[config.mk]
export PLATFORM = sky130hd
export DESIGN_NAME = envelope_blend_controller_top
export DESIGN_NICKNAME = d
export VERILOG_FILES = /design/src/rtl/ebc_pkg.sv /design/src/rtl/ebc_regs.sv /design/src/rtl/envelope_blend_controller_top.sv
export SDC_FILE = /design/constraint.sdc
export NUM_CORES = 1
export LEC_CHECK = 0
export ABC_CLOCK_PERIOD_IN_PS = 10530
export BUFFER_PORTS_ARGS = -buffer_cell sky130_fd_sc_hd__buf_4
export CAP_MARGIN = 20
export CORE_UTILIZATION = 58
export DETAILED_ROUTE_END_ITERATION = 10
export GPL_TIMING_DRIVEN = 0
export PLACE_DENSITY = 0.79
export SLEW_MARGIN = 5
export SYNTH_ARGS = -nofsm -noshare
export SYNTH_HDL_FRONTEND = slang
export SYNTH_SLANG_ARGS = --single-unit
export TNS_END_PERCENT = 100
[constraint.sdc]
create_clock -name clk_i -period 10.53 [get_ports clk_i]
set_input_delay 1.053 -clock clk_i [delete_from_list [all_inputs] [get_ports clk_i]]
set_output_delay 1.053 -clock clk_i [all_outputs]
set_load 0.01 [all_outputs]
[src/rtl/ebc_pkg.sv]
// Shared types and constants for the envelope blend controller.
package ebc_pkg;

  // Level format: unsigned fixed point with 15 fraction bits
  localparam int unsigned LevelFracBits = 15;
  localparam int unsigned LevelW        = 16;
  localparam logic [LevelW-1:0] OneLevel = LevelW'(1) << LevelFracBits;

  // Falloff clamp limits, rounded from 0.05 and 0.4 of full scale
  localparam int unsigned FallLoInt = (32'(OneLevel) * 5 + 50) / 100;
  localparam int unsigned FallHiInt = (32'(OneLevel) * 4 + 5) / 10;
  localparam int unsigned FallW     = $clog2(FallHiInt + 1);
  localparam logic [FallW-1:0] FallLo = FallW'(FallLoInt);
  localparam logic [FallW-1:0] FallHi = FallW'(FallHiInt);

  // Quotient bits produced by the restoring divider
  localparam int unsigned DivSteps = LevelFracBits;
  localparam int unsigned CntW     = $clog2(DivSteps);

  // Register map
  localparam int unsigned AddrW = 4;
  localparam int unsigned DataW = 32;
  typedef enum logic [1:0] {
    REG_THRESHOLD = 2'd0,
    REG_DEPTH     = 2'd1,
    REG_INVERT    = 2'd2,
    REG_DECAY     = 2'd3
  } ebc_reg_e;

  typedef struct packed {
    logic [LevelW-1:0] threshold_level;
    logic [LevelW-1:0] blend_depth;
    logic              invert_mode;
    logic [15:0]       block_decay;
  } ebc_cfg_t;

  typedef enum logic [2:0] {
    ST_IDLE,
    ST_DIV,
    ST_MUL_T,
    ST_MUL_S,
    ST_DONE
  } ebc_state_e;

endpackage

[src/rtl/ebc_regs.sv]
// APB configuration register file for the envelope blend controller.
module ebc_regs
  import ebc_pkg::*;
(
  input  logic             clk_i,
  input  logic             rst_ni,
  input  logic             psel,
  input  logic             penable,
  input  logic             pwrite,
  input  logic [AddrW-1:0] paddr,
  input  logic [DataW-1:0] pwdata,
  output logic [DataW-1:0] prdata,
  output logic             pready,
  output ebc_cfg_t         cfg_o
);

  ebc_cfg_t cfg_q;
  ebc_reg_e reg_sel;
  logic     wr_en;

  assign pready  = 1'b1;
  assign reg_sel = ebc_reg_e'(paddr[3:2]);
  assign wr_en   = psel & penable & pwrite;

  // Write the addressed register on the access phase
  always_ff @(posedge clk_i or negedge rst_ni) begin
    if (!rst_ni) begin
      cfg_q.threshold_level <= '0;
      cfg_q.blend_depth     <= OneLevel;
      cfg_q.invert_mode     <= 1'b0;
      cfg_q.block_decay     <= '0;
    end else if (wr_en) begin
      unique case (reg_sel)
        REG_THRESHOLD: cfg_q.threshold_level <= pwdata[LevelW-1:0];
        REG_DEPTH:     cfg_q.blend_depth     <= pwdata[LevelW-1:0];
        REG_INVERT:    cfg_q.invert_mode     <= pwdata[0];
        REG_DECAY:     cfg_q.block_decay     <= pwdata[15:0];
        default:       ;
      endcase
    end
  end

  // Return the addressed register
  always_comb begin
    prdata = '0;
    unique case (reg_sel)
      REG_THRESHOLD: prdata = DataW'(cfg_q.threshold_level);
      REG_DEPTH:     prdata = DataW'(cfg_q.blend_depth);
      REG_INVERT:    prdata = DataW'(cfg_q.invert_mode);
      REG_DECAY:     prdata = DataW'(cfg_q.block_decay);
      default:       prdata = '0;
    endcase
  end

  assign cfg_o = cfg_q;

endmodule

[src/rtl/envelope_blend_controller_top.sv]
// Top level of the envelope blend controller: sequencer, divider step and shared multiplier.
// Sequencing: idle goes straight to MUL_S and DONE when the target is zero, through MUL_T,
// MUL_S and DONE when the ratio saturates, and first through the 15-step restoring divider
// (one quotient bit a cycle) otherwise. Requests stall while the sequencer is not idle.
// A new request is taken while the previous result still waits in the output register.
// Reset (asynchronous, active low) clears state, held level and blend, and loads defaults.
module envelope_blend_controller_top
  import ebc_pkg::*;
(
  input  logic              clk_i,
  input  logic              rst_ni,
  // APB configuration
  input  logic              psel,
  input  logic              penable,
  input  logic              pwrite,
  input  logic [AddrW-1:0]  paddr,
  input  logic [DataW-1:0]  pwdata,
  output logic [DataW-1:0]  prdata,
  output logic              pready,
  // Request channel
  input  logic              in_valid_i,
  output logic              in_stall_o,
  input  logic [LevelW-1:0] envelope_level_i,
  // Result channel
  output logic              out_valid_o,
  input  logic              out_stall_i,
  output logic [LevelW-1:0] blend_value_o,
  output logic [LevelW-1:0] target_value_o,
  output logic              capture_trigger_o
);

  ebc_cfg_t   cfg;
  ebc_state_e state_q, state_d;

  logic [LevelW-1:0] prev_level_q;
  logic [LevelW-1:0] smooth_q;
  logic [LevelW-1:0] ratio_q;
  logic [LevelW-1:0] target_q;
  logic [FallW-1:0]  fall_q;
  logic [FallW-1:0]  rem_q;
  logic [CntW-1:0]   cnt_q;
  logic              trig_q;

  logic              out_valid_q;
  logic [LevelW-1:0] out_blend_q;
  logic [LevelW-1:0] out_target_q;
  logic              out_trig_q;

  logic in_acc;
  logic out_free;

  ebc_regs u_regs (
    .clk_i   (clk_i),
    .rst_ni  (rst_ni),
    .psel    (psel),
    .penable (penable),
    .pwrite  (pwrite),
    .paddr   (paddr),
    .pwdata  (pwdata),
    .prdata  (prdata),
    .pready  (pready),
    .cfg_o   (cfg)
  );

  // Saturate registers and set up the distance and falloff span
  logic [LevelW-1:0] thr_sat, depth_sat, head, span, lvl_dist;
  logic [FallW-1:0]  fall;
  logic              active, trig;

  always_comb begin
    thr_sat   = (cfg.threshold_level > OneLevel) ? OneLevel : cfg.threshold_level;
    depth_sat = (cfg.blend_depth > OneLevel) ? OneLevel : cfg.blend_depth;
    head      = OneLevel - thr_sat;
    if (!cfg.invert_mode) begin
      trig     = (prev_level_q >= thr_sat) && (envelope_level_i < thr_sat);
      active   = (thr_sat != '0) && (envelope_level_i < thr_sat);
      lvl_dist = thr_sat - envelope_level_i;
      span     = thr_sat;
    end else begin
      trig     = (prev_level_q <= thr_sat) && (envelope_level_i > thr_sat);
      active   = (head != '0) && (envelope_level_i > thr_sat);
      lvl_dist = envelope_level_i - thr_sat;
      span     = head;
    end
    if (span < LevelW'(FallLo)) begin
      fall = FallLo;
    end else if (span > LevelW'(FallHi)) begin
      fall = FallHi;
    end else begin
      fall = span[FallW-1:0];
    end
  end

  // One restoring divider step: shift the remainder, try the subtraction
  logic [FallW:0]   rem2;
  logic             qbit;
  logic [FallW-1:0] rem_nxt;

  always_comb begin
    rem2    = {rem_q, 1'b0};
    qbit    = rem2 >= {1'b0, fall_q};
    rem_nxt = qbit ? FallW'(rem2 - {1'b0, fall_q}) : rem_q << 1;
  end

  // Shared multiplier: ratio times depth, then blend gap times decay
  logic [LevelW-1:0]   mul_a, mul_b;
  logic [2*LevelW-1:0] prod;
  logic                up;
  logic [LevelW-1:0]   gap_in, step, blend_nxt;

  always_comb begin
    up     = smooth_q >= target_q;
    gap_in = up ? (smooth_q - target_q) : (target_q - smooth_q);
    if (state_q == ST_MUL_T) begin
      mul_a = ratio_q;
      mul_b = depth_sat;
    end else begin
      mul_a = gap_in;
      mul_b = cfg.block_decay;
    end
    prod = mul_a * mul_b;
    step = prod[2*LevelW-1:LevelW];
    if (step <= LevelW'(1)) begin
      blend_nxt = target_q;
    end else if (up) begin
      blend_nxt = target_q + step;
    end else begin
      blend_nxt = target_q - step;
    end
  end

  assign in_acc     = (state_q == ST_IDLE) && in_valid_i;
  assign in_stall_o = state_q != ST_IDLE;
  assign out_free   = !out_valid_q || !out_stall_i;

  // Advance the sequencer
  always_ff @(posedge clk_i or negedge rst_ni) begin
    if (!rst_ni) begin
      state_q <= ST_IDLE;
    end else begin
      state_q <= state_d;
    end
  end

  always_comb begin
    state_d = state_q;
    unique case (state_q)
      ST_IDLE: begin
        if (in_valid_i) begin
          if (!active) begin
            state_d = ST_MUL_S;
          end else if (lvl_dist >= LevelW'(fall)) begin
            state_d = ST_MUL_T;
          end else begin
            state_d = ST_DIV;
          end
        end
      end
      ST_DIV:   if (cnt_q == CntW'(DivSteps - 1)) state_d = ST_MUL_T;
      ST_MUL_T: state_d = ST_MUL_S;
      ST_MUL_S: state_d = ST_DONE;
      ST_DONE:  if (out_free) state_d = ST_IDLE;
      default:  state_d = ST_IDLE;
    endcase
  end

  // Hold the item state and step the datapath
  always_ff @(posedge clk_i or negedge rst_ni) begin
    if (!rst_ni) begin
      prev_level_q <= '0;
      smooth_q     <= '0;
    end else begin
      if (in_acc) begin
        prev_level_q <= envelope_level_i;
      end
      if (state_q == ST_MUL_S) begin
        smooth_q <= blend_nxt;
      end
    end
  end

  always_ff @(posedge clk_i) begin
    unique case (state_q)
      ST_IDLE: begin
        trig_q   <= trig;
        fall_q   <= fall;
        rem_q    <= lvl_dist[FallW-1:0];
        cnt_q    <= '0;
        ratio_q  <= OneLevel;
        target_q <= '0;
      end
      ST_DIV: begin
        rem_q   <= rem_nxt;
        cnt_q   <= cnt_q + CntW'(1);
        ratio_q <= (cnt_q == '0) ? LevelW'(qbit) : {ratio_q[LevelW-2:0], qbit};
      end
      ST_MUL_T: target_q <= prod[LevelFracBits +: LevelW];
      ST_MUL_S, ST_DONE: ;
      default: ;
    endcase
  end

  // Drop the result into the output register once it is free
  always_ff @(posedge clk_i or negedge rst_ni) begin
    if (!rst_ni) begin
      out_valid_q <= 1'b0;
    end else if ((state_q == ST_DONE) && out_free) begin
      out_valid_q <= 1'b1;
    end else if (!out_stall_i) begin
      out_valid_q <= 1'b0;
    end
  end

  always_ff @(posedge clk_i) begin
    if ((state_q == ST_DONE) && out_free) begin
      out_blend_q  <= smooth_q;
      out_target_q <= target_q;
      out_trig_q   <= trig_q;
    end
  end

  assign out_valid_o       = out_valid_q;
  assign blend_value_o     = out_blend_q;
  assign target_value_o    = out_target_q;
  assign capture_trigger_o = out_trig_q;

endmodule

==> results of run 1 <==
[logic make-up after synthesis]
logic type                 Yosys count  synth area share [%]
other                                2               0.03332
AOI/OAI and AO/OA                  481                 13.82
buffers and inverters              471                 8.282
adders and majority gates          431                 30.55
DFF                                183                 22.50
and+or+nand+nor                    771                 15.76
xor gates and xnor gates            90                 3.530
muxes                              113                 5.518
[path summary, 6_finish.rpt]
kind	start	to	cells past startpoint
max	target_q[5]$_SDFFCE_PN0P_	smooth_q[15]$_DFFE_PN0P_	52
min	trig_q$_DFFE_PP_	capture_trigger_o$_DFFE_PP_	0
max reg2reg	target_q[5]$_SDFFCE_PN0P_	smooth_q[15]$_DFFE_PN0P_	52
min reg2reg	trig_q$_DFFE_PP_	capture_trigger_o$_DFFE_PP_	0
max in group asynchronous	rst_ni	u_regs.cfg_o[32]$_DFFE_PN1P_	2
min in group asynchronous	rst_ni	smooth_q[11]$_DFFE_PN0P_	1
[sequential cells by signal (all words and copies together), names as in the netlist]
name               cells
ratio_q               16
prev_level_q          16
trig_q                 1
target_value_o        16
rem_q                 14
capture_trigger_o      1
state_q                3
blend_value_o         16
u_regs.cfg_o          49
cnt_q                  4
target_q              16
fall_q                14
out_valid_o            1
smooth_q              16
[placed cells by master, fill, tap and decap left out, types with 11 or more instances in the layout]
cell / instances
a211oi_1: 11
a21o_1: 56
a21oi_1: 89
a21oi_2: 25
and2_1: 27
and3_1: 17
buf_4: 212
buf_6: 17
clkbuf_1: 68
clkbuf_16: 18
conb_1: 17
dfrtp_1: 81
edfxtp_1: 98
fa_1: 190
ha_1: 209
ha_4: 18
inv_1: 338
inv_2: 17
mux2_2: 65
mux2i_1: 41
nand2_1: 274
nand2_2: 13
nand2b_1: 21
nand3_1: 36
nand4_1: 23
nor2_1: 199
nor2b_1: 32
nor3_1: 29
o21a_1: 21
o21ai_0: 87
o21ai_1: 25
o21ai_2: 12
o21bai_1: 15
o31ai_1: 11
xnor2_1: 43
xor2_1: 31
[critical path, delay by kind of cell, from the launching register on]
family / cells / cell delay (ps)
AOI/OAI and AO/OA: 16 / 2980
xor gates and xnor gates: 4 / 740
adders and majority gates: 9 / 4030
buffers and inverters: 10 / 1090
DFF: 1 / 510
muxes: 1 / 210
and+or+nand+nor: 12 / 1760
[per-stage QoR]
stage	instances	cell area, sq um
finish	3314	27040
CTS	3247	25890
global placement	3159	24250
floorplan	2557	22930
global route	3314	27040
detailed placement	3168	24400
[area by class of cell]
cell class / count / share of cell area (%)
buffer: 111 / 2.258
clock buffer: 17 / 1.573
timing repair buffer: 217 / 6.733
multi-input combinational: 1903 / 62.75
inverter: 356 / 4.952
tap: 511 / 2.365
sequential: 183 / 18.77
antenna: 1 / 0.009255
clock inverter: 15 / 0.5877
[what timing repair did]
action | CTS | global route
setup endpoints to repair | 22 | 16
pin swaps | 71 | 53
gates resized for setup | 112 | 144
setup buffers | 52 | 67
cloned | 0 | 1
[Yosys cell counts (all sizes together) (45+ instances only)]
master / n
a21o: 57
a21oi: 123
clkbuf: 80
dfrtp: 84
edfxtp: 98
fa: 199
ha: 232
inv: 356
mux2: 67
mux2i: 45
nand2: 292
nor2: 218
o21ai: 130
xnor2: 54
[routing by layer]
metal / global-route usage, % / part of all wire, % / up-vias
met5: 0 / 0 / -
met4: 14.05 / 3.6 / 0
met3: 9.063 / 9.8 / 186
met2: 56.01 / 46 / 1008
met1: 46.51 / 41 / 9648
li1: - / - / 8977
==> results by group, run 1 <==
Outcome
  – Outcome: finished, violations left
  – Failing checks: negative setup slack

Routing
  – Final WL: 69550 um
  – 1st-pass router iterations: 5
  – Vias: 19819
  – Drt wl/cell: 20.99 um
  – DRC: 0
  – Antenna-violating nets left: 0
  – 1st-iter DRT viols: 1731
  – Via/cell ratio: 5.980

Timing
  – Pins Over Slew Limit: 0
  – Min cycle time layout: 11470 ps
  – Fmax achieved: 0.08717 GHz
  – Normalized max-slew margin: 29.13%
  – Final period utilization: 108.9%
  – Final hold violations: 0
  – Setup TNS: -5979 ps
  – Worst Max-Slew Pin Slew: 1056 ps
  – Hold WS: 436.1 ps
  – Final WS setup: -941.4 ps
  – RSZ-0062 raised after global routing: true
  – Worst Clk Skew: 11.78 ps
  – Setup violators final: 16

GRT
  – First-pass GRT wire length: 106700 um
  – Grt ovf: 0
  – Largest net degree at the start of global routing: 64
  – Tot GR Track Use: 35.47%
  – Initial antenna violation count: 1
  – Vias in the first global route: 19560

Worst setup path
  – Worst setup EP type: register
  – WS Path Type: register to register
  – Required time of the worst setup path: 10890 ps
  – Slowest-stage cell, CP: fa_2
  – Critical Path Source Type: register
  – Critical Path AT: 11830 ps
  – Worst-path fanout max: 7
  – Slowest stage delay, CP: 580 ps
  – Reg2reg setup slack: -940 ps
  – Most used cell, CP: fa_1

Logic synthesis
  – Warnings from Yosys: 0
  – Post-synth EDFFs: 98
  – Post-synth ARST share: 46.45%
  – Synth top area share: 17.67%
  – Count of cell types in the netlist: 98
  – Post-synthesis sequential area ratio: 22.50%
  – Post-Syn Area: 22540 sq um
  – Post-synthesis sequential element count: 183
  – Leading area contributor after synthesis: fa_1
  – Synthesized instance count: 2542
  – Area contributors post-synth: fa_1 18%, edfxtp_1 13%, ha_1 13%, dfrtp_1 9.3%, inv_1 5.9%
  – Mean area per synthesized cell: 8.867 sq um
  – Ys flop type: edfxtp_1

Floorplan
  – Initial Util: 59.42%
  – FP Rows: 71
  – Die area: 39650 sq um
  – Core box area: 37930 sq um
  – Die X: 199.1 um
  – Die Span Y: 199.1 um
  – # IOs: 127

Clock network
  – H-tree Lvls: 4
  – Total CTS buffers: 17
  – TritonCTS clock tree: built
  – Max clock buf depth: 2
  – Hold-fix buffers, CTS: 0
  – Clk root buf: clkbuf_16
  – Clock sinks: 183
  – Clock transition at path regs: 80 ps
  – Worst skew pair latency: 470 ps

Cells and area
  – Area of the multi-input gates: 16970 sq um
  – Ratio of cells with drive above 1 in the final layout: 21.09%
  – Final core occ: 71.28%
  – Syn-to-layout area delta: 19.95%
  – Layout Nets: 3279
  – Filler cells: 2844
  – Seq. cell area: 5075 sq um

Min path
  – Hold Path Class: register to register

Placed design
  – GP Congestion: 0.9942
  – Dpl ws: -2449 ps
  – Hpwl dp: 53700 um
  – IO Port Bufs: 91

Run
  – Max Cap Viol: 0
Power of run 1 is not shown: default switching activity piles up to over one toggle a cycle in this logic, so the estimate is an artifact.
==> inputs of run 2 (changes only) <==
--- a/config.mk
+++ b/config.mk
@@ -5,13 +5,12 @@
 export SDC_FILE = /design/constraint.sdc
 export NUM_CORES = 1
 export LEC_CHECK = 0
-export ABC_CLOCK_PERIOD_IN_PS = 10530
+export ABC_CLOCK_PERIOD_IN_PS = 12550
 export BUFFER_PORTS_ARGS = -buffer_cell sky130_fd_sc_hd__buf_4
 export CAP_MARGIN = 20
-export CORE_UTILIZATION = 58
+export CORE_UTILIZATION = 59
 export DETAILED_ROUTE_END_ITERATION = 10
-export GPL_TIMING_DRIVEN = 0
-export PLACE_DENSITY = 0.79
+export PLACE_DENSITY = 0.77
 export SLEW_MARGIN = 5
 export SYNTH_ARGS = -nofsm -noshare
 export SYNTH_HDL_FRONTEND = slang
==> constraint.sdc (replaced) <==
create_clock -name clk_i -period 12.55 [get_ports clk_i]
set_input_delay 1.255 -clock clk_i [delete_from_list [all_inputs] [get_ports clk_i]]
set_output_delay 1.255 -clock clk_i [all_outputs]
set_load 0.01 [all_outputs]
==> results by group, run 2 (same netlist as run 1, synthesis figures left out) <==
Worst setup path
  – Worst-path fanout max: 10 (was 7)
  – Critical Path AT: 12450 ps (was 11830 ps)
  – Worst setup EP type: register (unchanged)
  – Bufs and invs on worst path: 10 (unchanged)
  – Worst flop-to-flop path startpoint: smooth_q[0]$_DFFE_PN0P_ (was target_q[5]$_SDFFCE_PN0P_)
  – Slowest-stage cell, CP: fa_1 (was fa_2)
  – Critical Path Source Type: register (unchanged)
  – Required time of the worst setup path: 12910 ps (was 10890 ps)
  – Most used cell, CP: fa_1 (unchanged)
  – Reg2Reg Depth: 52 (unchanged)
  – WS Path Type: register to register (unchanged)
  – Slowest stage delay, CP: 610 ps (was 580 ps)
  – Worst R2R End: smooth_q[15]$_DFFE_PN0P_ (unchanged)
  – Reg2reg setup slack: 460 ps (was -940 ps)
  – Cell family with most CP delay: adder cells (unchanged)

Cells and area
  – Seq. cell area: 5071 sq um (was 5075 sq um)
  – Most frequent cells in the layout: 354 x inv_1, 292 x nand2_1, 229 x ha_1 (was 338 x inv_1, 274 x nand2_1, 212 x buf_4)
  – Syn-to-layout area delta: 11.35% (was 19.95%)
  – Layout Nets: 3154 (was 3279)
  – Filler cells: 3058 (was 2844)
  – Area of the multi-input gates: 15870 sq um (was 16970 sq um)
  – Finished Layout Cells: 3188 (was 3314)
  – Commonest non-fill, non-tap cell in the layout: inv_1 (unchanged)
  – Max reg flops: 49 (unchanged)
  – Antenna cell count: 0 (was 1)
  – Ratio of cells with drive above 1 in the final layout: 14.01% (was 21.09%)

Floorplan
  – Initial Util: 59.84% (was 59.42%)
  – Die X: 197.5 um (was 199.1 um)
  – Die area: 38990 sq um (was 39650 sq um)
  – # IOs: 127 (unchanged)
  – FP Rows: 71 (unchanged)
  – Die Span Y: 197.5 um (was 199.1 um)
  – Core box area: 37670 sq um (was 37930 sq um)

Min path
  – Critical hold path startpoint: trig_q$_DFFE_PP_ (unchanged)
  – Worst Hold End: capture_trigger_o$_DFFE_PP_ (unchanged)
  – Worst Hold Depth: 0 (unchanged)
  – Hold Path Class: register to register (unchanged)

Timing
  – Setup violators final: 0 (was 16)
  – Worst Max-Slew Pin Slew: 1079 ps (was 1056 ps)
  – Final hold violations: 0 (unchanged)
  – Normalized max-slew margin: 28.06% (was 29.13%)
  – Final period utilization: 96.37% (was 108.9%)
  – Fmax achieved: 0.08268 GHz (was 0.08717 GHz)
  – Worst Clk Skew: 12.82 ps (was 11.78 ps)
  – Min cycle time layout: 12090 ps (was 11470 ps)
  – Pins Over Slew Limit: 0 (unchanged)

Clock network
  – Max clock buf depth: 2 (unchanged)
  – TritonCTS clock tree: built (unchanged)
  – Hold-fix buffers, CTS: 0 (unchanged)
  – Total CTS buffers: 17 (unchanged)
  – Clock transition at path regs: 80 ps (about the same)
  – Clk root buf: clkbuf_16 (unchanged)
  – H-tree Lvls: 4 (unchanged)
  – Worst skew pair latency: 460 ps (was 470 ps)
  – Clock sinks: 183 (unchanged)

GRT
  – Vias in the first global route: 19059 (was 19560)
  – First-pass GRT wire length: 101600 um (was 106700 um)
  – Initial antenna violation count: 0 (was 1)
  – Tot GR Track Use: 33.54% (was 35.47%)
  – Grt ovf: 0 (unchanged)
  – Largest net degree at the start of global routing: 73 (was 64)

Routing
  – Drt wl/cell: 19.95 um (was 20.99 um)
  – Final WL: 63600 um (was 69550 um)
  – 1st-pass router iterations: 7 (was 5)
  – DRC: 0 (unchanged)
  – Via/cell ratio: 5.973 (was 5.980)
  – Vias: 19043 (was 19819)
  – Antenna-violating nets left: 0 (unchanged)
  – 1st-iter DRT viols: 1652 (was 1731)

Placed design
  – GP Congestion: 1.053 (was 0.9942)
  – Hpwl dp: 50230 um (was 53700 um)
  – Placed cell count: 3151 (was 3168)
  – IO Port Bufs: 91 (unchanged)

Run
  – Max Cap Viol: 0 (unchanged)

Outcome
  – Outcome: finished clean (was finished, violations left)
==> run 2: cell types whose count changed in the layout (fill, tap and decap cells not counted), sizes merged <==
cell / delta
inv: -1
buf: -53
dlymetal6s2s: +1
clkbuf: -72
diode: -1
clkinvlp: -1
clkinv: -1
bufinv: +2
==> run 2: layout make-up <==
cell class,count,share of cell area (%)
multi-input combinational,1903,63.23
sequential,183,20.21
timing repair buffer,203,6.237
inverter,356,5.324
tap,511,2.547
clock buffer,18,1.710
clock inverter,14,0.7478
==> run 2: worst register-to-register path, delay by kind of cell, from the launching register on <==
kind | cells | cell delay [ps]
adders and majority gates | 10 | 4290
buffers and inverters | 10 | 1290
xor gates and xnor gates | 4 | 880
DFF | 1 | 420
and+or+nand+nor | 8 | 1180
muxes | 1 | 220
AOI/OAI and AO/OA | 19 | 3700
==> run 2: layer usage <==
layer | vias up | global-route usage, % | routed length [um]
li1 | 8737 | - | -
met1 | 9263 | 44.95 | 26430
met2 | 901 | 53.29 | 29370
met3 | 142 | 7.034 | 5622
met4 | 0 | 12.75 | 2185
met5 | - | 0 | 0
==> run 2: worst max path at each step <==
stage,end,depth (start not counted),start,slack (ps)
after global routing,smooth_q[14]$_DFFE_PN0P_,54,smooth_q[0]$_DFFE_PN0P_,-100
final,smooth_q[15]$_DFFE_PN0P_,52,smooth_q[0]$_DFFE_PN0P_,460
after detailed placement,smooth_q[15]$_DFFE_PN0P_,48,target_q[10]$_SDFFCE_PN0P_,-30
after global placement,smooth_q[15]$_DFFE_PN0P_,48,target_q[10]$_SDFFCE_PN0P_,120
after CTS,smooth_q[15]$_DFFE_PN0P_,48,target_q[10]$_SDFFCE_PN0P_,90
after floorplan,smooth_q[15]$_DFFE_PN0P_,50,smooth_q[0]$_DFFE_PN0P_,1220
==> run 2: stage by stage <==
step	utilization, %	cell area, sq um	hold slack, ps	worst slack [ps]	TNS (ps)
final	66.63	25100	456.9	455.8	0
after detailed placement	64.32	24230	452.9	-25.69	-25.69
after CTS	65.97	24850	467.0	89.49	0
after global routing	66.63	25100	470.6	-99.58	-187.1
after floorplan	-	22600	400.3	1215	0
after global placement	64.30	24220	401.6	119.3	0
==> run 2: what timing repair did <==
item / in CTS / in global routing
resized for setup: 2 / 47
endpoints found under the hold margin: 0 / 0
pin swaps: 0 / 7
endpoints found under the setup margin: 1 / 4
buffers inserted: 0 / 2
cloned: 0 / 0
Power of run 2 is left out for the same reason.
